--- config.mk ---
export PLATFORM = sky130hd
export DESIGN_NAME = sorted_set_insert_delete_core
export DESIGN_NICKNAME = d
export VERILOG_FILES = /design/src/rtl/sset_pkg.sv /design/src/rtl/sset_mem.sv /design/src/rtl/sorted_set_insert_delete_core.sv
export SDC_FILE = /design/constraint.sdc
export NUM_CORES = 2
export LEC_CHECK = 0
export ABC_AREA = 1
export BUFFER_PORTS_ARGS = -buffer_cell sky130_fd_sc_hd__buf_2
export CAP_MARGIN = 20
export CORE_MARGIN = 2
export CORE_UTILIZATION = 55
export DETAILED_ROUTE_END_ITERATION = 7
export GPL_ROUTABILITY_DRIVEN = 0
export PLACE_DENSITY = 0.82
export SLEW_MARGIN = 0
export SYNTH_ARGS = -nofsm -noshare
export SYNTH_HDL_FRONTEND = slang
export SYNTH_SLANG_ARGS = --single-unit
--- constraint.sdc ---
create_clock -name clk -period 4.8 [get_ports clk]
set_input_delay 0.96 -clock clk [delete_from_list [all_inputs] [get_ports clk]]
set_output_delay 0.96 -clock clk [all_outputs]
set_load 0.1 [all_outputs]
--- src/rtl/sset_pkg.sv ---
package sset_pkg;

    localparam int KEY_W    = 32;
    localparam int CMD_W    = 2;
    localparam int STATUS_W = 3;
    localparam int POS_W    = 5;
    localparam int COUNT_W  = 6;

    localparam logic [CMD_W-1:0] CMD_INSERT = 2'd0;
    localparam logic [CMD_W-1:0] CMD_DELETE = 2'd1;
    localparam logic [CMD_W-1:0] CMD_LOOKUP = 2'd2;

    localparam logic [STATUS_W-1:0] ST_INSERTED = 3'd0;
    localparam logic [STATUS_W-1:0] ST_PRESENT  = 3'd1;
    localparam logic [STATUS_W-1:0] ST_DELETED  = 3'd2;
    localparam logic [STATUS_W-1:0] ST_NOTFOUND = 3'd3;
    localparam logic [STATUS_W-1:0] ST_FULL     = 3'd4;
    localparam logic [STATUS_W-1:0] ST_FOUND    = 3'd5;

    typedef struct packed {
        logic [CMD_W-1:0]        command;
        logic signed [KEY_W-1:0] value;
    } req_t;

    typedef struct packed {
        logic [STATUS_W-1:0] status;
        logic [POS_W-1:0]    position;
        logic [COUNT_W-1:0]  entry_count;
    } rsp_t;

endpackage

--- src/rtl/sset_mem.sv ---
module sset_mem #(
    parameter int DEPTH = 32,
    parameter int AW    = 5
) (
    input  logic                          clk,
    input  logic                          we,
    input  logic [AW-1:0]                 waddr,
    input  logic [sset_pkg::KEY_W-1:0]    wdata,
    input  logic [AW-1:0]                 raddr,
    output logic [sset_pkg::KEY_W-1:0]    rdata
);
    import sset_pkg::*;

    logic [KEY_W-1:0] mem [DEPTH];

    always_ff @(posedge clk)
    begin
        if (we)
        begin
            mem[waddr] <= wdata;
        end
        rdata <= mem[raddr];
    end

endmodule

--- src/rtl/sorted_set_insert_delete_core.sv ---
// Lookup: binary search over the n stored entries, each probe going through the
//   registered read port of the entry memory.
// Insert and delete then move each entry past the found position, one entry at a time.
// Throughput: one transaction at a time; the next is taken once the result is registered.
// Reset: entry count and control cleared; entry memory contents undefined, no clearing pass.
module sorted_set_insert_delete_core #(
    parameter int CAPACITY = 32
) (
    input  logic           clk,
    input  logic           rst_n,
    input  logic           req_valid,
    output logic           req_ready,
    input  sset_pkg::req_t req,
    output logic           rsp_valid,
    input  logic           rsp_ready,
    output sset_pkg::rsp_t rsp
);
    import sset_pkg::*;

    localparam int IDX_W = $clog2(CAPACITY);
    localparam int CNT_W = $clog2(CAPACITY + 1);

    localparam logic [2:0] S_IDLE   = 3'd0;
    localparam logic [2:0] S_PROBE  = 3'd1;
    localparam logic [2:0] S_CMP    = 3'd2;
    localparam logic [2:0] S_DECIDE = 3'd3;
    localparam logic [2:0] S_INS    = 3'd4;
    localparam logic [2:0] S_DEL    = 3'd5;
    localparam logic [2:0] S_OUT    = 3'd6;

    logic [2:0]              state_reg, state_next;
    logic [CNT_W-1:0]        count_reg, count_next;
    logic                    rsp_valid_reg, rsp_valid_next;
    logic                    wvalid_reg, wvalid_next;

    logic [CMD_W-1:0]        cmd_reg, cmd_next;
    logic signed [KEY_W-1:0] key_reg, key_next;
    logic [CNT_W-1:0]        lo_reg, lo_next;
    logic [CNT_W-1:0]        hi_reg, hi_next;
    logic [CNT_W-1:0]        mid_reg, mid_next;
    logic [CNT_W-1:0]        ptr_reg, ptr_next;
    logic                    hit_reg, hit_next;
    logic [IDX_W-1:0]        waddr_reg, waddr_next;
    logic [STATUS_W-1:0]     status_reg, status_next;
    logic [CNT_W-1:0]        pos_reg, pos_next;
    rsp_t                    rsp_reg, rsp_next;

    logic                    mem_we;
    logic [IDX_W-1:0]        mem_waddr;
    logic [KEY_W-1:0]        mem_wdata;
    logic [IDX_W-1:0]        mem_raddr;
    logic [KEY_W-1:0]        mem_rdata;

    logic [CNT_W:0]          mid_sum;
    logic [CNT_W-1:0]        mid_full;
    logic [CNT_W-1:0]        mid_inc;
    logic [CNT_W-1:0]        ptr_inc;
    logic [CNT_W-1:0]        ptr_dec;
    logic [CNT_W+POS_W-1:0]  pos_ext;
    logic [CNT_W+COUNT_W-1:0] count_ext;

    sset_mem #(
        .DEPTH (CAPACITY),
        .AW    (IDX_W)
    ) u_mem (
        .clk   (clk),
        .we    (mem_we),
        .waddr (mem_waddr),
        .wdata (mem_wdata),
        .raddr (mem_raddr),
        .rdata (mem_rdata)
    );

    assign mid_sum   = {1'b0, lo_reg} + {1'b0, hi_reg};
    assign mid_full  = mid_sum[CNT_W:1];
    assign mid_inc   = mid_reg + 1'b1;
    assign ptr_inc   = ptr_reg + 1'b1;
    assign ptr_dec   = ptr_reg - 1'b1;
    assign pos_ext   = {{POS_W{1'b0}}, pos_reg};
    assign count_ext = {{COUNT_W{1'b0}}, count_reg};

    assign req_ready = (state_reg == S_IDLE);
    assign rsp_valid = rsp_valid_reg;
    assign rsp       = rsp_reg;

    always_comb
    begin
        state_next     = state_reg;
        count_next     = count_reg;
        rsp_valid_next = rsp_valid_reg;
        wvalid_next    = wvalid_reg;
        cmd_next       = cmd_reg;
        key_next       = key_reg;
        lo_next        = lo_reg;
        hi_next        = hi_reg;
        mid_next       = mid_reg;
        ptr_next       = ptr_reg;
        hit_next       = hit_reg;
        waddr_next     = waddr_reg;
        status_next    = status_reg;
        pos_next       = pos_reg;
        rsp_next       = rsp_reg;

        mem_we    = 1'b0;
        mem_waddr = waddr_reg;
        mem_wdata = mem_rdata;
        mem_raddr = mid_full[IDX_W-1:0];

        if (rsp_valid_reg && rsp_ready)
        begin
            rsp_valid_next = 1'b0;
        end

        case (state_reg)
            S_IDLE:
            begin
                if (req_valid)
                begin
                    cmd_next   = req.command;
                    key_next   = req.value;
                    lo_next    = '0;
                    hi_next    = count_reg;
                    hit_next   = 1'b0;
                    state_next = (count_reg != '0) ? S_PROBE : S_DECIDE;
                end
            end

            S_PROBE:
            begin
                mem_raddr  = mid_full[IDX_W-1:0];
                mid_next   = mid_full;
                state_next = S_CMP;
            end

            S_CMP:
            begin
                if ($signed(mem_rdata) < key_reg)
                begin
                    lo_next = mid_inc;
                end
                else
                begin
                    hi_next = mid_reg;
                end
                if ($signed(mem_rdata) == key_reg)
                begin
                    hit_next = 1'b1;
                end
                state_next = (lo_next < hi_next) ? S_PROBE : S_DECIDE;
            end

            S_DECIDE:
            begin
                pos_next = '0;
                case (cmd_reg)
                    CMD_INSERT:
                    begin
                        if (hit_reg)
                        begin
                            status_next = ST_PRESENT;
                            pos_next    = lo_reg;
                            state_next  = S_OUT;
                        end
                        else if (count_reg >= CNT_W'(CAPACITY))
                        begin
                            status_next = ST_FULL;
                            state_next  = S_OUT;
                        end
                        else
                        begin
                            pos_next    = lo_reg;
                            ptr_next    = count_reg;
                            wvalid_next = 1'b0;
                            state_next  = S_INS;
                        end
                    end
                    CMD_DELETE:
                    begin
                        if (hit_reg)
                        begin
                            pos_next    = lo_reg;
                            ptr_next    = lo_reg;
                            wvalid_next = 1'b0;
                            state_next  = S_DEL;
                        end
                        else
                        begin
                            status_next = ST_NOTFOUND;
                            state_next  = S_OUT;
                        end
                    end
                    default:
                    begin
                        if (hit_reg)
                        begin
                            status_next = ST_FOUND;
                            pos_next    = lo_reg;
                        end
                        else
                        begin
                            status_next = ST_NOTFOUND;
                        end
                        state_next = S_OUT;
                    end
                endcase
            end

            S_INS:
            begin
                // move entry ptr-1 up to ptr, one read and one write per cycle
                if (wvalid_reg)
                begin
                    mem_we    = 1'b1;
                    mem_waddr = waddr_reg;
                    mem_wdata = mem_rdata;
                end
                if (ptr_reg > lo_reg)
                begin
                    mem_raddr   = ptr_dec[IDX_W-1:0];
                    waddr_next  = ptr_reg[IDX_W-1:0];
                    wvalid_next = 1'b1;
                    ptr_next    = ptr_dec;
                end
                else if (wvalid_reg)
                begin
                    wvalid_next = 1'b0;
                end
                else
                begin
                    mem_we      = 1'b1;
                    mem_waddr   = lo_reg[IDX_W-1:0];
                    mem_wdata   = key_reg;
                    count_next  = count_reg + 1'b1;
                    status_next = ST_INSERTED;
                    state_next  = S_OUT;
                end
            end

            S_DEL:
            begin
                // move entry ptr+1 down to ptr
                if (wvalid_reg)
                begin
                    mem_we    = 1'b1;
                    mem_waddr = waddr_reg;
                    mem_wdata = mem_rdata;
                end
                if (ptr_inc < count_reg)
                begin
                    mem_raddr   = ptr_inc[IDX_W-1:0];
                    waddr_next  = ptr_reg[IDX_W-1:0];
                    wvalid_next = 1'b1;
                    ptr_next    = ptr_inc;
                end
                else if (wvalid_reg)
                begin
                    wvalid_next = 1'b0;
                end
                else
                begin
                    count_next  = count_reg - 1'b1;
                    status_next = ST_DELETED;
                    state_next  = S_OUT;
                end
            end

            S_OUT:
            begin
                if (!rsp_valid_reg || rsp_ready)
                begin
                    rsp_next.status      = status_reg;
                    rsp_next.position    = pos_ext[POS_W-1:0];
                    rsp_next.entry_count = count_ext[COUNT_W-1:0];
                    rsp_valid_next       = 1'b1;
                    state_next           = S_IDLE;
                end
            end

            default:
            begin
                state_next = S_IDLE;
            end
        endcase
    end

    always_ff @(posedge clk or negedge rst_n)
    begin
        if (!rst_n)
        begin
            state_reg     <= S_IDLE;
            count_reg     <= '0;
            rsp_valid_reg <= 1'b0;
            wvalid_reg    <= 1'b0;
        end
        else
        begin
            state_reg     <= state_next;
            count_reg     <= count_next;
            rsp_valid_reg <= rsp_valid_next;
            wvalid_reg    <= wvalid_next;
        end
    end

    always_ff @(posedge clk)
    begin
        cmd_reg    <= cmd_next;
        key_reg    <= key_next;
        lo_reg     <= lo_next;
        hi_reg     <= hi_next;
        mid_reg    <= mid_next;
        ptr_reg    <= ptr_next;
        hit_reg    <= hit_next;
        waddr_reg  <= waddr_next;
        status_reg <= status_next;
        pos_reg    <= pos_next;
        rsp_reg    <= rsp_next;
    end

    a_count_bound: assert property (@(posedge clk) disable iff (!rst_n)
        count_reg <= CNT_W'(CAPACITY))
        else $error("entry count above capacity");

    a_probe_range: assert property (@(posedge clk) disable iff (!rst_n)
        (state_reg == S_PROBE) |-> (lo_reg < hi_reg))
        else $error("probe with empty search range");

    a_rsp_from_out: assert property (@(posedge clk) disable iff (!rst_n)
        $rose(rsp_valid_reg) |-> $past(state_reg == S_OUT))
        else $error("response raised outside result state");

    a_count_idle: assert property (@(posedge clk) disable iff (!rst_n)
        (state_reg == S_IDLE) |=> $stable(count_reg))
        else $error("entry count changed at transaction start");

endmodule
==> impl_metrics.ini <==
[routing]
wirelength_um = 135700
drtPass1Iterations = 8
drtAntennaViolNets = 0
drtIter0Drc = 6100
vias = 35360
drc_errors = 10
wire_per_inst_um = 23.14
via_per_inst = 6.030

[final_layout]
largest_reg_flops = 1024
fill_cells = 6217
final_nets = 4692
areaGrowthSynthToFinish_pct = 12.34
drive_above_1_share_pct = 9.473
fin_area_sq_mm = 0.05598

[yosys]
ys_seq_area_share_pct = 68.74
synth_cell_types = 45
synthMuxAreaShare_pct = 0.06027
yosys-top-cells-area = edfxtp_1, nand2_1, nand3_1, inv_1, o21ai_0
synth_top_area_share_pct = 66.90
yosys_warnings = 0
synth-xor-area-share_pct = 0.3340
synthAdderAreaFrac_pct = 1.587
async_flop_share_pct = 0.9540
syn_inst = 4532
synth-simple-area-share_pct = 18.99
avgSynthCellArea_sq_um = 10.99
synth_top_family_by_area = simple AND/OR/NAND/NOR gates
yosys.area.top_type = edfxtp_1
synth-edff-count = 1110
synth_compound_area_share_pct = 4.066
synth_flop_cell = edfxtp_1
syn_area_sq_mm = 0.04983
synth_nets = 4632
synth-seq-cells = 1153

[critical_path]
crit_family = simple AND/OR/NAND/NOR gates
cp_max_fo = 22
worstSetupEndpointType = register
r2r_slack_ns = 0.29
cpMaxStageDelayCell = nor2_4
crit_required_ns = 5.16
critPathBufInv = 3
crit_top_cell = nand2_1
startpoint_type = register
crit_chain = inv_1 > ha_1 > nand2_1 > nor2_1 > o21ai_0 > nand4_1 > nand2_1 > inv_1 > nor2_1 > nand2_4 > o21ai_0 > nand2_1 > nor2_4 > buf_12
critical_path_arrival_ns = 4.88
critPathKind = register to register
cpPeakStageDelay_ns = 0.69

[clock_network]
holdBufCountCts = 0
root_buffer = clkbuf_16
clk_pin_slew_ns = 0.06
cts_buffers = 109
cts_buffer_depth = 3
cts_setup_buffers = 0
cts_resized = 0
cts_sinks = 1153
htreeDepth = 3
tritoncts = done
clock_latency_ns = 0.71

[run_status]
violations = design-rule violations
status = complete, but fails checks

[sta]
fin_ws_ns = 0.2893
worst_pin_slew_ns = 1.213
slew_violations = 0
slew_headroom_pct = 19.03
fin_crit_sh_pct = 93.97
finClkSkew_ns = 0.03855
rsz0062_at_grt = no
setup_viol = 0
max_freq_mhz = 221.7
fin_setup_tns_ns = 0
hold_violations = 0
min_period_ns = 4.511

[placed_design]
io_buffers = 53
postPlaceCellArea_sq_mm = 0.05205
dpl.hpwl_um = 72310
place_ws_ns = 0.5314

[global_route]
grt_pass1_wl_um = 202800
grt_max_degree = 183
overflow = 0
grt_pass1_vias = 34390
grt.total_usage_pct = 28.75
antenna_found_initial = 4

[die]
fp.dieW_um = 305.0
core.rowCount = 110
coreArea_sq_mm = 0.08987
dieArea_sq_mm = 0.09302
initial_core_util_pct = 55.44
ios = 54
die_h_um = 305.0

[min_path]
min_path_type = input port to asynchronous set/reset pin

[job]
max_cap_viol_count = 0
[cells by family (layout without fill, tap and decap cells)]
kind of cell / Yosys count / after routing
multiplexers: 3 / 3
XOR/XNOR: 19 / 19
other: 0 / 1
flip-flops: 1153 / 1153
adder cells (fa/ha/maj): 62 / 62
AND/OR/NAND/NOR: 2209 / 2209
AO/OA/AOI/OAI: 346 / 346
buffers and inverters: 740 / 895
[synthesized netlist by cell type, drive strengths merged (6+ instances only)]
cell type  number
nand2        1460
edfxtp       1110
nand3         544
inv           505
o21ai         199
buf           159
o211ai         98
nand3b         95
nor2           86
clkbuf         76
ha             60
dfxtp          32
a21oi          30
xor2           18
nor3           12
dfrtp          11
nand4           6
[layer usage]
metal	track usage, %	vias to the layer above	wire length [um]
met1	37.64	16450	46940
met2	45.02	2891	62290
met4	16.03	2	7990
met3	6.057	563	18490
met5	0	-	13
li1	-	15460	-
[placed cells by master (no fill, tap or decap), types with 18 or more instances in the layout]
master     Yosys  final
nor2_1        83     50
nand2_1     1454   1453
nand3_1      544    544
nor2_4         2     35
edfxtp_1    1110   1110
dfxtp_1       32     32
buf_2        105     54
clkinv_2       0     29
o21ai_2        1     22
nand3b_1      95     95
ha_1          60     60
a21oi_1       30     28
buf_12         0     28
buf_4         22     96
inv_1        498    497
o211ai_1      98     98
clkbuf_16      0    110
xor2_1        18     18
o21ai_0      196    163
[layout make-up]
type	count	area (sq um)	share of cell area, %
Tap cell	1176	1471	2.629
Multi-Input combinational cell	2639	12870	22.99
Timing Repair Buffer	184	1648	2.944
Clock buffer	138	2957	5.282
Sequential cell	1153	34250	61.18
Antenna cell	1	2.502	0.004470
Clock inverter	68	868.3	1.551
Inverter	505	1914	3.420
[worst register-to-register path, cell delays in order, from the launching register on]
cell and delay, ns:
edfxtp_1 0.52, inv_1 0.16, ha_1 0.31, nand2_1 0.10, nor2_1 0.07, o21ai_0 0.09, nand4_1 0.13, nand2_1 0.18
inv_1 0.11, nor2_1 0.23, nand2_4 0.14, o21ai_0 0.68, nand2_1 0.46, nor2_4 0.69, buf_12 0.32
[through the flow]
stage | std cells | hold slack [ns] | util, %
floorplan | 4532 | 0.4003 | -
global placement | 5650 | 0.4005 | 57.91
detailed placement | 5650 | 0.4056 | 57.91
CTS | 5856 | 0.1369 | 62.17
global route | 5864 | 0.1503 | 62.28
finish | 5864 | 0.1544 | 62.28
[worst paths after layout]
path | from | end | depth (start not counted)
setup / recovery | lo_reg[4]$_SDFFCE_PN0P_ | u_mem.mem[18][4]$_DFFE_PP_ | 14
hold / removal | rst_n | state_reg[0]$_DFFE_PN0P_ | 1
setup reg to reg | lo_reg[4]$_SDFFCE_PN0P_ | u_mem.mem[18][4]$_DFFE_PP_ | 14
hold reg to reg | pos_reg[2]$_DFFE_PP_ | rsp[8]$_DFFE_PP_ | 0
max in group asynchronous | rst_n | count_reg[5]$_DFFE_PN0P_ | 1
min in group clk | req[12] | key_reg[12]$_DFFE_PP_ | 1
Power is not shown: default switching activity piles up to over one toggle a cycle in this logic, so the estimate is an artifact.
